**src/hw/rtl/b64d_pkg.sv**
```systemverilog
// ----------------------------------------------------------------------------
// b64d_pkg: shared types and constants of the Base64 stream decoder
// Result kinds, queue entry layout and the alphabet lookup.
// ----------------------------------------------------------------------------
package b64d_pkg;

	localparam logic [1:0] KIND_DATA = 2'd0;
	localparam logic [1:0] KIND_OK   = 2'd1;
	localparam logic [1:0] KIND_ERR  = 2'd2;

	localparam logic [7:0] PAD_CHAR  = 8'h3D;  // '='
	localparam logic [7:0] NUL_CHAR  = 8'h00;
	localparam logic [7:0] PLUS_CHAR = 8'h2B;  // '+'
	localparam logic [7:0] SLASH_CHAR = 8'h2F; // '/'

	localparam logic [6:0] SYM_PLUS_VAL  = 7'd62;
	localparam logic [6:0] SYM_SLASH_VAL = 7'd63;
	localparam logic [6:0] SYM_INVALID   = 7'd64;

	localparam int FIFO_DEPTH = 4;
	localparam int FIFO_AW    = $clog2(FIFO_DEPTH);
	localparam int FIFO_CW    = $clog2(FIFO_DEPTH + 1);

	// One accepted word's worth of results: optional data byte, optional end mark.
	typedef struct packed {
		logic       has_data;
		logic [7:0] data;
		logic       has_end;
		logic       end_err;
	} entry_t;

	// Alphabet value 0..63, SYM_INVALID for anything outside the alphabet.
	function automatic logic [6:0] sym_value(input logic [7:0] c);
		logic [7:0] v;
		v = {1'b0, SYM_INVALID};
		if (c inside {[8'h41:8'h5A]}) begin
			v = c - 8'd65;
		end else if (c inside {[8'h61:8'h7A]}) begin
			v = c - 8'd71;
		end else if (c inside {[8'h30:8'h39]}) begin
			v = c + 8'd4;
		end else if (c == PLUS_CHAR) begin
			v = {1'b0, SYM_PLUS_VAL};
		end else if (c == SLASH_CHAR) begin
			v = {1'b0, SYM_SLASH_VAL};
		end
		return v[6:0];
	endfunction

endpackage

```
**src/hw/rtl/b64d_in_if.sv**
```systemverilog
// ----------------------------------------------------------------------------
// b64d_in_if: character channel
// valid/ready channel carrying one raw character and its frame end mark.
// ----------------------------------------------------------------------------
interface b64d_in_if;
	logic       valid;
	logic       ready;
	logic [7:0] in_char;
	logic       in_last;

	modport source (output valid, output in_char, output in_last, input ready);
	modport sink   (input valid, input in_char, input in_last, output ready);
endinterface

```
**src/hw/rtl/b64d_out_if.sv**
```systemverilog
// ----------------------------------------------------------------------------
// b64d_out_if: result channel
// valid/ready channel carrying decoded bytes and end-of-message marks.
// ----------------------------------------------------------------------------
interface b64d_out_if;
	logic       valid;
	logic       ready;
	logic [7:0] out_byte;
	logic [1:0] out_kind;
	logic       out_last;

	modport source (output valid, output out_byte, output out_kind, output out_last,
		input ready);
	modport sink   (input valid, input out_byte, input out_kind, input out_last,
		output ready);
endinterface

```
**src/hw/rtl/base64_stream_decoder.sv**
```systemverilog
// ----------------------------------------------------------------------------
// base64_stream_decoder: framed Base64 (standard alphabet) decoder
// One character word in per cycle while the queue is not full, decoded bytes and end marks out.
// ----------------------------------------------------------------------------
// Usage:
//   din  carries one character per word plus in_last on a frame's final
//        character. Whitespace, non-alphabet bytes and bytes >= 128 are
//        skipped; a zero character stops decoding for the rest of the frame.
//   dout carries results: kind data (out_byte valid), then on in_last an end
//        word of kind ok or error. On error, drop the frame's bytes.
//        out_last marks the last result caused by one character.
// Path: an accepted character is written into the queue, and the output
//   register is loaded from the queue head to drive dout.
// Throughput: one character per cycle while the queue is not full. A final
//   character that also yields a data byte produces two results and holds
//   the output stage for both. The 4-entry queue between classifier and
//   output soaks that up.
// Reset (arst_n low): decoder state clears, queue empties, dout.valid drops.
// Stall: while dout.ready is low the output word holds, the queue fills, and
//   din.ready falls once the queue is full.
// ----------------------------------------------------------------------------
module base64_stream_decoder (
	input  logic        clk,
	input  logic        arst_n,
	b64d_in_if.sink     din,
	b64d_out_if.source  dout
);

	b64d_pkg::entry_t push_entry;
	b64d_pkg::entry_t head;
	logic             push;
	logic             pop;
	logic             full;
	logic             empty;

	// classify characters and run the 6-to-8 bit accumulator
	b64d_front u_front (
		.clk    (clk),
		.arst_n (arst_n),
		.rx     (din),
		.full   (full),
		.push   (push),
		.entry  (push_entry)
	);

	// decoupling queue: one entry per character that yields any result
	b64d_fifo u_fifo (
		.clk    (clk),
		.arst_n (arst_n),
		.push   (push),
		.wdata  (push_entry),
		.pop    (pop),
		.head   (head),
		.full   (full),
		.empty  (empty)
	);

	// split entries into output words
	b64d_back u_back (
		.clk    (clk),
		.arst_n (arst_n),
		.head   (head),
		.empty  (empty),
		.pop    (pop),
		.tx     (dout)
	);

endmodule

```
**src/hw/rtl/b64d_front.sv**
```systemverilog
// ----------------------------------------------------------------------------
// b64d_front: character classifier and bit accumulator
// Accepts one character per cycle while the queue is not full, tracks padding
// and termination, and pushes the word's results into the queue.
// ----------------------------------------------------------------------------
module b64d_front (
	input  logic              clk,
	input  logic              arst_n,
	b64d_in_if.sink           rx,
	input  logic              full,
	output logic              push,
	output b64d_pkg::entry_t  entry
);

	logic [1:0] phase_q;
	logic [7:0] partial_q;
	logic       pad_q;
	logic       term_q;
	logic       failed_q;

	logic [6:0] sym;
	logic [5:0] v;
	logic       is_pad;
	logic       active;
	logic       fail_now;
	logic       active2;
	logic       is_sym;
	logic       pad_n;
	logic       term_n;
	logic       failed_n;
	logic [7:0] data;
	logic [7:0] partial_n;
	logic       accept;

	always_comb begin
		sym      = b64d_pkg::sym_value(rx.in_char);
		v        = sym[5:0];
		is_pad   = (rx.in_char == b64d_pkg::PAD_CHAR);
		active   = !term_q && !failed_q;
		// a pending '=' must be followed by another '='
		fail_now = active && pad_q && !is_pad;
		active2  = active && !fail_now;
		is_sym   = active2 && (sym != b64d_pkg::SYM_INVALID);
		pad_n    = active2 && is_pad && (phase_q == 2'd1);
		term_n   = term_q || (active2 && (rx.in_char == b64d_pkg::NUL_CHAR));
		failed_n = failed_q || fail_now;

		data      = 8'd0;
		partial_n = partial_q;
		case (phase_q)
			2'd0: begin
				partial_n = {v, 2'b00};
			end
			2'd1: begin
				data      = partial_q | {6'd0, v[5:4]};
				partial_n = {v[3:0], 4'd0};
			end
			2'd2: begin
				data      = partial_q | {4'd0, v[5:2]};
				partial_n = {v[1:0], 6'd0};
			end
			default: begin
				data      = partial_q | {2'd0, v};
			end
		endcase

		entry.has_data = is_sym && (phase_q != 2'd0);
		entry.data     = data;
		entry.has_end  = rx.in_last;
		entry.end_err  = failed_n || pad_n;

		rx.ready = !full;
		accept   = rx.valid && !full;
		push     = accept && (entry.has_data || entry.has_end);
	end

	always_ff @(posedge clk or negedge arst_n) begin
		if (!arst_n) begin
			phase_q   <= 2'd0;
			partial_q <= 8'd0;
			pad_q     <= 1'b0;
			term_q    <= 1'b0;
			failed_q  <= 1'b0;
		end else if (accept) begin
			if (rx.in_last) begin
				phase_q   <= 2'd0;
				partial_q <= 8'd0;
				pad_q     <= 1'b0;
				term_q    <= 1'b0;
				failed_q  <= 1'b0;
			end else begin
				pad_q    <= pad_n;
				term_q   <= term_n;
				failed_q <= failed_n;
				if (is_sym) begin
					phase_q   <= phase_q + 2'd1;
					partial_q <= partial_n;
				end
			end
		end
	end

endmodule

```
**src/hw/rtl/b64d_fifo.sv**
```systemverilog
// ----------------------------------------------------------------------------
// b64d_fifo: result queue
// Short register queue decoupling the classifier from the output stage.
// ----------------------------------------------------------------------------
module b64d_fifo (
	input  logic              clk,
	input  logic              arst_n,
	input  logic              push,
	input  b64d_pkg::entry_t  wdata,
	input  logic              pop,
	output b64d_pkg::entry_t  head,
	output logic              full,
	output logic              empty
);

	b64d_pkg::entry_t mem_q [b64d_pkg::FIFO_DEPTH];

	logic [b64d_pkg::FIFO_AW-1:0] wr_ptr_q;
	logic [b64d_pkg::FIFO_AW-1:0] rd_ptr_q;
	logic [b64d_pkg::FIFO_CW-1:0] count_q;
	logic                         do_push;
	logic                         do_pop;

	always_comb begin
		full    = (count_q == b64d_pkg::FIFO_CW'(b64d_pkg::FIFO_DEPTH));
		empty   = (count_q == '0);
		do_push = push && !full;
		do_pop  = pop && !empty;
		head    = mem_q[rd_ptr_q];
	end

	always_ff @(posedge clk) begin
		if (do_push) begin
			mem_q[wr_ptr_q] <= wdata;
		end
	end

	always_ff @(posedge clk or negedge arst_n) begin
		if (!arst_n) begin
			wr_ptr_q <= '0;
			rd_ptr_q <= '0;
			count_q  <= '0;
		end else begin
			if (do_push) begin
				wr_ptr_q <= (wr_ptr_q == b64d_pkg::FIFO_AW'(b64d_pkg::FIFO_DEPTH - 1)) ?
					'0 : wr_ptr_q + 1'b1;
			end
			if (do_pop) begin
				rd_ptr_q <= (rd_ptr_q == b64d_pkg::FIFO_AW'(b64d_pkg::FIFO_DEPTH - 1)) ?
					'0 : rd_ptr_q + 1'b1;
			end
			if (do_push && !do_pop) begin
				count_q <= count_q + 1'b1;
			end else if (do_pop && !do_push) begin
				count_q <= count_q - 1'b1;
			end
		end
	end

endmodule

```
**src/hw/rtl/b64d_back.sv**
```systemverilog
// ----------------------------------------------------------------------------
// b64d_back: output stage
// Unpacks queue entries into result words, data byte before end mark.
// ----------------------------------------------------------------------------
module b64d_back (
	input  logic              clk,
	input  logic              arst_n,
	input  b64d_pkg::entry_t  head,
	input  logic              empty,
	output logic              pop,
	b64d_out_if.source        tx
);

	logic       valid_q;
	logic [7:0] byte_q;
	logic [1:0] kind_q;
	logic       last_q;
	logic       pend_q;      // end mark still owed after a data byte
	logic       pend_err_q;
	logic       slot_free;

	always_comb begin
		slot_free   = !valid_q || tx.ready;
		pop         = slot_free && !pend_q && !empty;
		tx.valid    = valid_q;
		tx.out_byte = byte_q;
		tx.out_kind = kind_q;
		tx.out_last = last_q;
	end

	always_ff @(posedge clk or negedge arst_n) begin
		if (!arst_n) begin
			valid_q    <= 1'b0;
			kind_q     <= b64d_pkg::KIND_DATA;
			last_q     <= 1'b0;
			pend_q     <= 1'b0;
			pend_err_q <= 1'b0;
		end else if (slot_free) begin
			if (pend_q) begin
				valid_q <= 1'b1;
				kind_q  <= pend_err_q ? b64d_pkg::KIND_ERR : b64d_pkg::KIND_OK;
				last_q  <= 1'b1;
				pend_q  <= 1'b0;
			end else if (!empty) begin
				valid_q <= 1'b1;
				if (head.has_data) begin
					kind_q     <= b64d_pkg::KIND_DATA;
					last_q     <= !head.has_end;
					pend_q     <= head.has_end;
					pend_err_q <= head.end_err;
				end else begin
					kind_q <= head.end_err ? b64d_pkg::KIND_ERR : b64d_pkg::KIND_OK;
					last_q <= 1'b1;
				end
			end else begin
				valid_q <= 1'b0;
			end
		end
	end

	always_ff @(posedge clk) begin
		if (slot_free) begin
			if (pend_q || !head.has_data) begin
				byte_q <= 8'd0;
			end else begin
				byte_q <= head.data;
			end
		end
	end

`ifndef NO_ASSERTIONS
	a_end_is_last: assert property (@(posedge clk) disable iff (!arst_n)
		valid_q && (kind_q != b64d_pkg::KIND_DATA) |-> last_q)
		else $error("end mark not flagged last");

	a_pend_has_data: assert property (@(posedge clk) disable iff (!arst_n)
		pend_q |-> valid_q && (kind_q == b64d_pkg::KIND_DATA) && !last_q)
		else $error("owed end mark without a data byte in front");

	a_data_not_last: assert property (@(posedge clk) disable iff (!arst_n)
		valid_q && (kind_q == b64d_pkg::KIND_DATA) && !last_q |-> pend_q)
		else $error("non-last data byte without an owed end mark");

	a_no_pop_pending: assert property (@(posedge clk) disable iff (!arst_n)
		pend_q |-> !pop)
		else $error("queue popped while an end mark is owed");
`endif

endmodule
```
**src/flat_wrapper.sv**
```systemverilog
// flat-port wrapper written by rule: the top's interface ports become plain ports
module base64_stream_decoder_flat 
  (clk, arst_n, din_valid, din_in_char, din_in_last, din_ready, dout_valid, dout_out_byte, dout_out_kind, dout_out_last, dout_ready);
  b64d_in_if din_i ();
  b64d_out_if dout_i ();
  input  logic clk;
  input  logic arst_n;
  input wire logic [$bits(din_i.valid)-1:0] din_valid;
  input wire logic [$bits(din_i.in_char)-1:0] din_in_char;
  input wire logic [$bits(din_i.in_last)-1:0] din_in_last;
  output wire logic [$bits(din_i.ready)-1:0] din_ready;
  output wire logic [$bits(dout_i.valid)-1:0] dout_valid;
  output wire logic [$bits(dout_i.out_byte)-1:0] dout_out_byte;
  output wire logic [$bits(dout_i.out_kind)-1:0] dout_out_kind;
  output wire logic [$bits(dout_i.out_last)-1:0] dout_out_last;
  input wire logic [$bits(dout_i.ready)-1:0] dout_ready;
  assign din_i.valid = din_valid;
  assign din_i.in_char = din_in_char;
  assign din_i.in_last = din_in_last;
  assign din_ready = din_i.ready;
  assign dout_valid = dout_i.valid;
  assign dout_out_byte = dout_i.out_byte;
  assign dout_out_kind = dout_i.out_kind;
  assign dout_out_last = dout_i.out_last;
  assign dout_i.ready = dout_ready;
  base64_stream_decoder u_core (.clk(clk), .arst_n(arst_n), .din(din_i), .dout(dout_i));
endmodule
```
**config.mk**
```make
export PLATFORM = sky130hd
export DESIGN_NAME = base64_stream_decoder_flat
export DESIGN_NICKNAME = d
export VERILOG_FILES = /design/src/hw/rtl/b64d_pkg.sv /design/src/hw/rtl/b64d_in_if.sv /design/src/hw/rtl/b64d_out_if.sv /design/src/hw/rtl/base64_stream_decoder.sv /design/src/hw/rtl/b64d_front.sv /design/src/hw/rtl/b64d_fifo.sv /design/src/hw/rtl/b64d_back.sv /design/src/flat_wrapper.sv
export SDC_FILE = /design/constraint.sdc
export NUM_CORES = 1
export LEC_CHECK = 0
export BUFFER_PORTS_ARGS = -buffer_cell sky130_fd_sc_hd__buf_2
export CAP_MARGIN = 30
export CELL_PAD_IN_SITES_DETAIL_PLACEMENT = 1
export CELL_PAD_IN_SITES_GLOBAL_PLACEMENT = 2
export CORE_UTILIZATION = 38
export DETAILED_ROUTE_END_ITERATION = 10
export PLACE_DENSITY = 0.85
export SLEW_MARGIN = 20
export SYNTH_ARGS = -nofsm -noshare
export SYNTH_HDL_FRONTEND = slang
export SYNTH_HIERARCHICAL = 1
export SYNTH_SLANG_ARGS = --single-unit
```
**constraint.sdc**
```tcl
create_clock -name clk -period 2.4 [get_ports clk]
set_input_delay 0.36 -clock clk [delete_from_list [all_inputs] [get_ports clk]]
set_output_delay 0.36 -clock clk [all_outputs]
set_load 0.05 [all_outputs]
```
# Word-level counts from Yosys, hierarchy flattened
# Memory sizes are Yosys's and may differ from the RTL's.
# Index checks and enable logic that the tools add are counted.
dict set report classes {
  n_addsub 8
  n_lt_le_gt_ge 6
  n_eq_ne 10
  muxes 33
  n_bitwise 5
  reduce_logical 49
}
# operator count
set op_table {}
lappend op_table {{$pmux W8 S3} 2}
lappend op_table {{$mux W7} 5}
lappend op_table {{$eq A8 B6 Y1 const B} 3}
lappend op_table {{$logic_and A1 B1 Y1} 20}
lappend op_table {{$mux W2} 9}
lappend op_table {{$ge A8 B7 Y1 const B} 2}
lappend op_table {{$le A8 B7 Y1 const B} 2}
lappend op_table {{$mux W8} 2}
lappend op_table {{$sub A7 B7 Y7 const B} 2}
lappend op_table {{$mux W1} 13}
lappend op_table {{$logic_not A1 Y1} 12}
lappend op_table {{$ge A8 B6 Y1 const B} 1}
lappend op_table {{$le A8 B6 Y1 const B} 1}
lappend op_table {{$logic_not A8 Y1} 1}
lappend op_table {{$or A8 B2 Y8} 1}
lappend op_table {{$or A8 B4 Y8} 1}
lappend op_table {{$or A8 B6 Y8} 1}
lappend op_table {{$add A7 B3 Y7 const B} 1}
lappend op_table {{$ne A7 B7 Y1 const B} 1}
lappend op_table {{$add A2 B1 Y2 const B} 3}
lappend op_table {{$eq A2 B2 Y1 const B} 3}
lappend op_table {{$logic_or A1 B1 Y1} 6}
lappend op_table {{$mux W3} 2}
lappend op_table {{$reduce_bool A2 Y1} 3}
lappend op_table {{12 further kinds} 14}
dict set report totals {
  regBits 34
  ramBits 44
  inputBits 13
  output_inout_bits 13
  n_memories 1
}
# memory depth word_bits rd rd_clocked_by_memory_dff write_ports line
set memory_table {}
lappend memory_table {u_core.u_fifo.mem_q 4 11 1 0 1 b64d_fifo.sv:16} ;# b64d_pkg::entry_t mem_q [b64d_pkg::FIFO_DEPTH];

# Depth between registers and ports, before layout
# Gate-level depths: netlist (run 1).
dict set report depth {
  ltp_word 16
  depth_mapped 17
  mapped_depth_nobuf 16
}

# Hierarchy
# The synthesis (run 1) kept the hierarchy.
# mod instances cells_each area_per_inst_um2
set by_module_without_submodules {}
lappend by_module_without_submodules {b64d_fifo 1 94 2028.2}
lappend by_module_without_submodules {b64d_front 1 193 1544.0}
lappend by_module_without_submodules {b64d_back 1 44 626.9}

# Least setup slack after synthesis (run 1)
# Ideal clock, no wire load.
dict set report synth_timing {
  kind {in2reg}
  startpoint {input din_in_char[2]}
  endpoint {register u_core/u_fifo/count_q[2] in the netlist's numbering}
  t_arrival_ps 3562
  required_time_ps 2321
  setup_slack_ps -1241
  path_stages 17
  path_buffers 1
  path_cell_list {inv_1 ha_1 a21o_1 a41oi_1 a21oi_1 a32oi_4 nor4_4 nor4_4 a22o_1 nor2b_1 buf_2 ha_1 inv_1 fa_1 xor2_1 nor2_1 xor2_1}
}
dict set report synth_via {
  elab_chain_cells 15
  elab_cells_between_ends 35
}
# element line
set synth_lines {}
lappend synth_lines {{start: declaration} flat_wrapper.sv:9} ;# input wire logic [$bits(din_i.in_char)-1:0] din_in_char;
lappend synth_lines {{branches (longest 7 deep; another with $ge A8 B6 Y1)} -}
lappend synth_lines {{$logic_and A1 B1 Y1 (*)} b64d_front.sv:43} ;# is_sym = active2 && (sym != b64d_pkg::SYM_INVALID);
lappend synth_lines {{$logic_and A1 B1 Y1 (*)} b64d_front.sv:67} ;# entry.has_data = is_sym && (phase_q != 2'd0);
lappend synth_lines {{$logic_or A1 B1 Y1 (*)} b64d_front.sv:74} ;# push = accept && (entry.has_data || entry.has_end);
lappend synth_lines {{$logic_and A1 B1 Y1 (*)} b64d_front.sv:74}
lappend synth_lines {{net u_core.push} base64_stream_decoder.sv:31} ;# logic push;
lappend synth_lines {{$logic_and A1 B1 Y1 (*)} b64d_fifo.sv:27} ;# do_push = push && !full;
lappend synth_lines {{net u_core.u_fifo.do_push} b64d_fifo.sv:21} ;# logic do_push;
lappend synth_lines {{$logic_not A1 Y1} b64d_fifo.sv:54} ;# end else if (do_pop && !do_push) begin
lappend synth_lines {{$logic_and A1 B1 Y1} b64d_fifo.sv:54}
lappend synth_lines {{$reduce_bool A2 Y1 (no source line)} -}
lappend synth_lines {{end signal: assignment} b64d_fifo.sv:53} ;# count_q <= count_q + 1'b1;
lappend synth_lines {{end signal: assignment} b64d_fifo.sv:55} ;# count_q <= count_q - 1'b1;
lappend synth_lines {{end: declaration} b64d_fifo.sv:20} ;# logic [b64d_pkg::FIFO_CW-1:0] count_q;
# Mark *: on every way through the listed nets, which the timed path passes.
# A chain may end at the register's enable or synchronous reset.

# Worst setup path in the final report (run 1)
dict set report layout_timing {
  startpoint {input din_in_char[2]}
  endpoint {register u_core/u_fifo/count_q[1] in the netlist's numbering}
}
dict set report layout_via {
  elab_chain_cells 15
  elab_cells_between_ends 35
}
# element line
set layout_lines {}
lappend layout_lines {{branches (longest 7 deep; another with $ge A8 B6 Y1)} -}
lappend layout_lines {{$logic_and A1 B1 Y1 (*)} b64d_front.sv:43}
lappend layout_lines {{$logic_and A1 B1 Y1 (*)} b64d_front.sv:67}
lappend layout_lines {{$logic_or A1 B1 Y1 (*)} b64d_front.sv:74}
lappend layout_lines {{$logic_and A1 B1 Y1 (*)} b64d_front.sv:74}
lappend layout_lines {{net u_core.push} base64_stream_decoder.sv:31}
lappend layout_lines {{$logic_and A1 B1 Y1 (*)} b64d_fifo.sv:27}
lappend layout_lines {{$logic_not A1 Y1} b64d_fifo.sv:54}
lappend layout_lines {{$logic_and A1 B1 Y1} b64d_fifo.sv:54}
lappend layout_lines {{$reduce_bool A2 Y1 (no source line)} -}
# Marked as above.

==> flow_metrics.env, run 1 <==
export IMPL_viasPerCell=5.38
export IMPL_timing_final_crit_period_ns=3.28
export IMPL_power_internal_uw=3560
export IMPL_critPathKind="in2reg"
export IMPL_tightest_slew_ns=0.625
export IMPL_core_area_um2=10800
export IMPL_place_congestion=0.828
export IMPL_ir_drop_mv=0.542
export IMPL_p_comb_share_pct=48.3
export IMPL_seqPwrFrac_pct=35.5
export IMPL_cp_slowest_stage_delay_ns=0.43
export IMPL_clk_pin_slew_ns=0.08
export IMPL_pin_count=26
export IMPL_routed_wl_um=11500
export IMPL_cts_root_buf="clkbuf_8"
export IMPL_die_height_um=107
export IMPL_netlist_area_um2=4200
export IMPL_antenna_cells=0
export IMPL_grt_max_degree=25
export IMPL_vias=3158
export IMPL_crit_fanout=5
export IMPL_rsz0062_at_grt="true"
export IMPL_place_ws_ns=-1.29
export IMPL_drive_above_1_share_pct=46.3
export IMPL_numCtsBuffers=9
export IMPL_ys_warn_count=6
export IMPL_hold_path_class="in2async"
export IMPL_cp_slowest_cell="fa_2"
export IMPL_cts_htree_levels=3
export IMPL_num_rows=38
export IMPL_avgSynthCellArea_um2=12.7
export IMPL_drv_slew=0
export IMPL_p_leak_uw=0.00230
export IMPL_numPortBuffers=25
export IMPL_clock_sinks=76
export IMPL_synthDistinctLibCells=72
export IMPL_grt_overflow_total=0
export IMPL_ys_ff_latch=76
export IMPL_violations="setup timing"
export IMPL_crit_required_ns=2.64
export IMPL_wire_per_inst_um=19.6
export IMPL_drc=0
export IMPL_syn_nets=363
export IMPL_p_sw_uw=2210
export IMPL_cp_top_family="simple AND/OR/NAND/NOR gates"
export IMPL_antenna_left=0
export IMPL_drt_iter0_drc=181
export IMPL_synth_cells=331
export IMPL_postSynth_asyncResetShare_pct=31.6
export IMPL_crit_chain="buf_8, clkinvlp_4, ha_4, and4bb_2, nor3b_4, buf_6, a221o_1, a211o_1, nor4_4, nor4_4, a22o_1, nor2b_4, ha_4, inv_4, fa_2, mux2_2"
export IMPL_maxCapViolCount=0
export IMPL_grt_pass1_vias=3491
export IMPL_final_area_um2=5660
export IMPL_start_kind="input pin"
export IMPL_slew_headroom_pct=58.3
export IMPL_area_growth_pct=34.9
export IMPL_clk_insertion_delay_late_ns=0.35
export IMPL_antenna_found_initial=0
export IMPL_nets=474
export IMPL_status="complete, but fails checks"
export IMPL_powerDensity_nw_per_um2=1020
export IMPL_skew_ns=0.0103
export IMPL_placed_area_um2=5050
export IMPL_clkPwrFrac_pct=16.2
export IMPL_ys_seq_area_share_pct=51.5
export IMPL_path_buf_inv=4
export IMPL_first_pass_iters=6
export IMPL_synth_ff_type="edfxtp_1"
export IMPL_die_area_um2=11500
export IMPL_track_usage_pct=20.4
export IMPL_max_clock_path_buffers=2
export IMPL_hold_buffers=0
export IMPL_fin_crit_sh_pct=137
export IMPL_cts_tree="done"
export IMPL_worst_ep_arrival_time_ns=3.52
export IMPL_synth_edf_count=52
export IMPL_dp_final_hpwl_um=7530
export IMPL_initial_core_util_pct=38.9
export IMPL_setup_viol=60
export IMPL_fmax_mhz=304
export IMPL_setup_ws_ns=-0.884
export IMPL_grt_pass1_wl_um=17800
export IMPL_crit_path_end_kind="flop"
export IMPL_p_sw_share_pct=38.3
export IMPL_hold_viol=0
export IMPL_die_x_um=107
==> routing by layer <==
layer / vias to the layer above / routed length, um / track usage (%)
met3: 19 / 317 / 3.47
met4: 0 / 194 / 6.85
li1: 1477 / - / -
met1: 1599 / 4590 / 22.8
met5: - / 0 / 0
met2: 63 / 6400 / 38.9
==> power by group through the flow <==
stage               sequential (uW)  combinational [uW]  clock, uW
floorplan                      2320                1450          0
global placement               2050                2350          0
detailed placement             2080                2450          0
CTS                            2050                2630        965
global route                   2090                3000       1010
finish                         2050                2780        933
==> path summary, 6_finish.rpt <==
check                                                     start                               endpoint  slack (ns)  cells after the start
max in group asynchronous                                arst_n  u_core/u_fifo/wr_ptr_q[0]$_DFFE_PN0P_        1.97                      1
max reg2reg                u_core/u_fifo/count_q[0]$_DFFE_PN0P_   u_core/u_fifo/count_q[1]$_DFFE_PN0P_       -0.12                     10
min reg2reg                    u_core/u_front/pad_q$_DFFE_PN0P_       u_core/u_front/pad_q$_DFFE_PN0P_        0.51                      2
max                                              din_in_char[2]   u_core/u_fifo/count_q[1]$_DFFE_PN0P_       -0.88                     16
min                                                      arst_n   u_core/u_back/pend_err_q$_DFFE_PN0P_        0.01                      1
min in group clk                                 din_in_char[7]      u_core/u_front/term_q$_DFFE_PN0P_        0.50                      5
==> layout by cell type (no fill, tap or decap), types with 10 or more instances in the layout <==
| master | netlist | routed |
|---|---|---|
| buf_2 | 4 | 21 |
| nor2b_1 | 13 | 12 |
| inv_1 | 19 | 14 |
| nor2_1 | 13 | 12 |
| edfxtp_1 | 52 | 52 |
| buf_6 | 3 | 10 |
| buf_4 | 3 | 76 |
| dfrtp_1 | 24 | 24 |
| mux4_2 | 11 | 11 |
| ha_1 | 18 | 12 |
| nand2_1 | 18 | 17 |
==> stage by stage <==
stage / util [%] / power [uW] / hold slack (ns) / std cells / setup TNS, ns
after floorplan: - / 3770 / 0.0644 / 331 / -37.37
after global placement: 46.8 / 4400 / 0.388 / 554 / -53.78
after detailed placement: 46.8 / 4530 / 0.406 / 554 / -60.40
after CTS: 51.2 / 5650 / 0.0225 / 587 / -33.12
after global routing: 52.5 / 6100 / 0.0403 / 587 / -37.19
final: 52.5 / 5770 / 0.0147 / 587 / -33.10
==> registers in the layout, indices dropped and copies added, names as in the netlist, 2 cells and up <==
signal and flops:
u_core/u_fifo/count_q 3, u_core/u_fifo/mem_q 44, u_core/u_front/phase_q 2, u_core/u_fifo/rd_ptr_q 2, u_core/u_back/tx.out_byte 8, u_core/u_front/partial_q 6, u_core/u_back/tx.out_kind 2, u_core/u_fifo/wr_ptr_q 2
==> Yosys cell counts, drive strengths merged, types with 3 or more instances <==
cell	number	area share [%]
nor3	10	1.2
o21ai	9	1.1
nor2b	15	2.6
inv	19	1.7
xor2	3	0.63
or2	3	0.45
ha	18	5.4
nand2	18	1.6
mux2	8	2.6
nand3	6	0.72
xnor2	4	0.83
buf	10	1.8
nor2	14	1.3
dfrtp	24	14
a21boi	3	0.54
clkbuf	4	0.36
o211ai	6	1.1
and2	15	2.3
o31ai	3	0.66
edfxtp	52	37
nor4	7	2.1
or3	3	0.45
a221o	3	0.72
a21oi	14	1.7
mux4	11	5.9
and3	4	0.60
a21o	3	0.54
a22o	3	0.63
==> cells by family after synthesis <==
kind of cell	share of synthesized area, %
AND/OR/NAND/NOR	15.6
flip-flops	51.5
AO/OA/AOI/OAI	12.8
buffers and inverters	3.87
multiplexers	8.97
adder cells (fa/ha/maj)	5.84
XOR/XNOR	1.46
==> final cells by class <==
| class | count | area [um2] |
|---|---|---|
| clock inverter | 5 | 53.8 |
| timing repair buffer | 110 | 833 |
| fill | 1120 | 5130 |
| multi-input combinational | 226 | 2230 |
| tap | 140 | 175 |
| clock buffer | 11 | 131 |
| inverter | 19 | 80.1 |
| sequential | 76 | 2160 |
==> repair_timing <==
item	4_1_cts	5_1_grt
gates resized for setup	39	41
pin swaps	23	26
setup endpoints to repair	64	77
gates cloned	0	4
setup buffers	19	9
Note: power is estimated with default switching activity, not from simulation.
==> inputs of run 2 (changes only) <==
SKIP_CTS_REPAIR_TIMING = 1   (was default)
==> run 2 against run 1 <==
  * The flow still finishes with violations (setup timing)
  * Sequential power about the same
  * Cell count decreased by 0.68%
  * Non-clock buffer count decreased by 3
  * Largest power group unchanged
  * Highest routed layer unchanged
==> flow_metrics.env, run 2 (synthesis gave the netlist of run 1 again) <==
export IMPL_max_clock_path_buffers=2
export IMPL_status="complete, but fails checks"
export IMPL_ir_drop_mv=0.535
export IMPL_p_leak_uw=0.00224
export IMPL_cp_slowest_stage_delay_ns=0.38
export IMPL_most_common_layout_cells="buf_4, edfxtp_1, buf_2, dfrtp_1, nand2_1"
export IMPL_fin_crit_sh_pct=136
export IMPL_hold_ws_ns=0.00945
export IMPL_cts_root_buf="clkbuf_8"
export IMPL_area_growth_pct=32.1
export IMPL_antenna_cells=0
export IMPL_antenna_found_initial=0
export IMPL_antenna_left=0
export IMPL_grt_overflow_total=0
export IMPL_clock_sinks=76
export IMPL_worst_ep_arrival_time_ns=3.54
export IMPL_wire_per_inst_um=18.6
export IMPL_grt_pass1_wl_um=16700
export IMPL_cp_slowest_cell="or3_1"
export IMPL_final_common_cell="buf_4"
export IMPL_die_height_um=107
export IMPL_crit_fanout=3
export IMPL_grt_max_degree=25
export IMPL_skew_ns=0.00879
export IMPL_largest_reg_flops=44
export IMPL_crit_path_end_kind="flop"
export IMPL_viasPerCell=5.36
export IMPL_num_rows=38
export IMPL_critPathKind="in2reg"
export IMPL_rsz0062_at_grt="true"
export IMPL_crit_chain="buf_8, clkinvlp_4, ha_4, and4bb_2, or3_1, a31oi_1, a211o_1, nor4_4, nor4_4, a22o_1, nor2b_4, ha_4, inv_4, fa_2, xor2_1, nor2_1, xor2_1"
export IMPL_fin_cells=583
export IMPL_grtUsageMet3_pct=2.74
export IMPL_clk_pin_slew_ns=0.08
export IMPL_drt_iter0_drc=168
export IMPL_maxCapViolCount=0
export IMPL_numPortBuffers=25
export IMPL_start_kind="input pin"
export IMPL_met1_usage_pct=22.3
export IMPL_postLayoutCoreUtil_pct=51.4
export IMPL_tightest_slew_ns=0.602
export IMPL_regMostFlops="u_core/u_fifo/mem_q"
export IMPL_vias=3124
export IMPL_grt_pass1_vias=3363
export IMPL_clk_insertion_delay_late_ns=0.35
export IMPL_initial_core_util_pct=38.9
export IMPL_cts_htree_levels=3
export IMPL_powerDensity_nw_per_um2=1020
export IMPL_first_pass_iters=4
export IMPL_numCtsBuffers=9
export IMPL_drive_above_1_share_pct=45.1
export IMPL_hold_path_class="in2async"
export IMPL_place_congestion=0.828
export IMPL_track_usage_pct=18.9
export IMPL_fillers=1130
export IMPL_violations="setup timing"
export IMPL_crit_required_ns=2.67
export IMPL_slew_headroom_pct=59.9
export IMPL_setup_ws_ns=-0.869
export IMPL_fmax_mhz=306
export IMPL_placed_area_um2=5050
export IMPL_pin_count=26
export IMPL_final_area_um2=5550
export IMPL_busiest_layer="met2"
export IMPL_post_place_cells=554
export IMPL_dp_final_hpwl_um=7530
export IMPL_setup_viol=55
export IMPL_timing_final_crit_period_ns=3.27
export IMPL_grtUsageMet2_pct=34.0
export IMPL_drv_slew=0
export IMPL_cts_tree="done"
export IMPL_setup_tns_final_ns=-28.34
export IMPL_drc=0
export IMPL_hold_viol=0
export IMPL_nets=470
export IMPL_routed_wl_um=10900
export IMPL_core_area_um2=10800
export IMPL_die_area_um2=11500
export IMPL_die_x_um=107
==> run 2: area by class of cell <==
class                      instances  area [um2]  area share, %
sequential                        76        2160           39.0
timing repair buffer             107         792           14.3
clock inverter                     5        53.8          0.970
multi-input combinational        225        2150           38.8
inverter                          19        77.6           1.40
clock buffer                      11         131           2.37
tap                              140         175           3.16
==> run 2: per-stage QoR <==
step	setup slack, ns	power [uW]
after floorplan	-1.16	3770
after global placement	-1.13	4400
after detailed placement	-1.29	4530
after CTS	-0.987	5490
after global routing	-0.975	5980
final	-0.869	5640
==> run 2: critical path: cells and delay by family <==
family,cells,cell delay [ns]
AO/OA/AOI/OAI,3,0.61
XOR/XNOR,2,0.33
adder cells (fa/ha/maj),3,0.70
buffers and inverters,3,0.25
AND/OR/NAND/NOR,6,1.30
==> run 2: power by group <==
part | internal (uW) | total [uW] | switching [uW]
clock network | 476 | 940 | 464
registers | 1840 | 2050 | 210
logic | 1200 | 2660 | 1460
total | 3510 | 5640 | 2130
==> run 2: per-layer routing <==
| metal | up-vias | part of all wire (%) |
|---|---|---|
| met5 | - | 0 |
| met4 | 0 | 2.0 |
| met3 | 19 | 3.0 |
| met2 | 66 | 54 |
| met1 | 1573 | 41 |
| li1 | 1466 | - |
==> run 2: path summary, 6_finish.rpt <==
check	startpoint	to	slack (ns)	depth (start not counted)
setup / recovery	din_in_char[2]	u_core/u_fifo/count_q[2]$_DFFE_PN0P_	-0.87	17
hold / removal	arst_n	u_core/u_back/tx.valid$_DFFE_PN0P_	0.009	1
setup reg to reg	u_core/u_fifo/count_q[0]$_DFFE_PN0P_	u_core/u_fifo/count_q[1]$_DFFE_PN0P_	-0.09	10
hold reg to reg	u_core/u_front/pad_q$_DFFE_PN0P_	u_core/u_front/pad_q$_DFFE_PN0P_	0.51	2
max in group asynchronous	arst_n	u_core/u_fifo/wr_ptr_q[0]$_DFFE_PN0P_	1.99	1
min in group clk	din_in_last	u_core/u_front/term_q$_DFFE_PN0P_	0.48	3
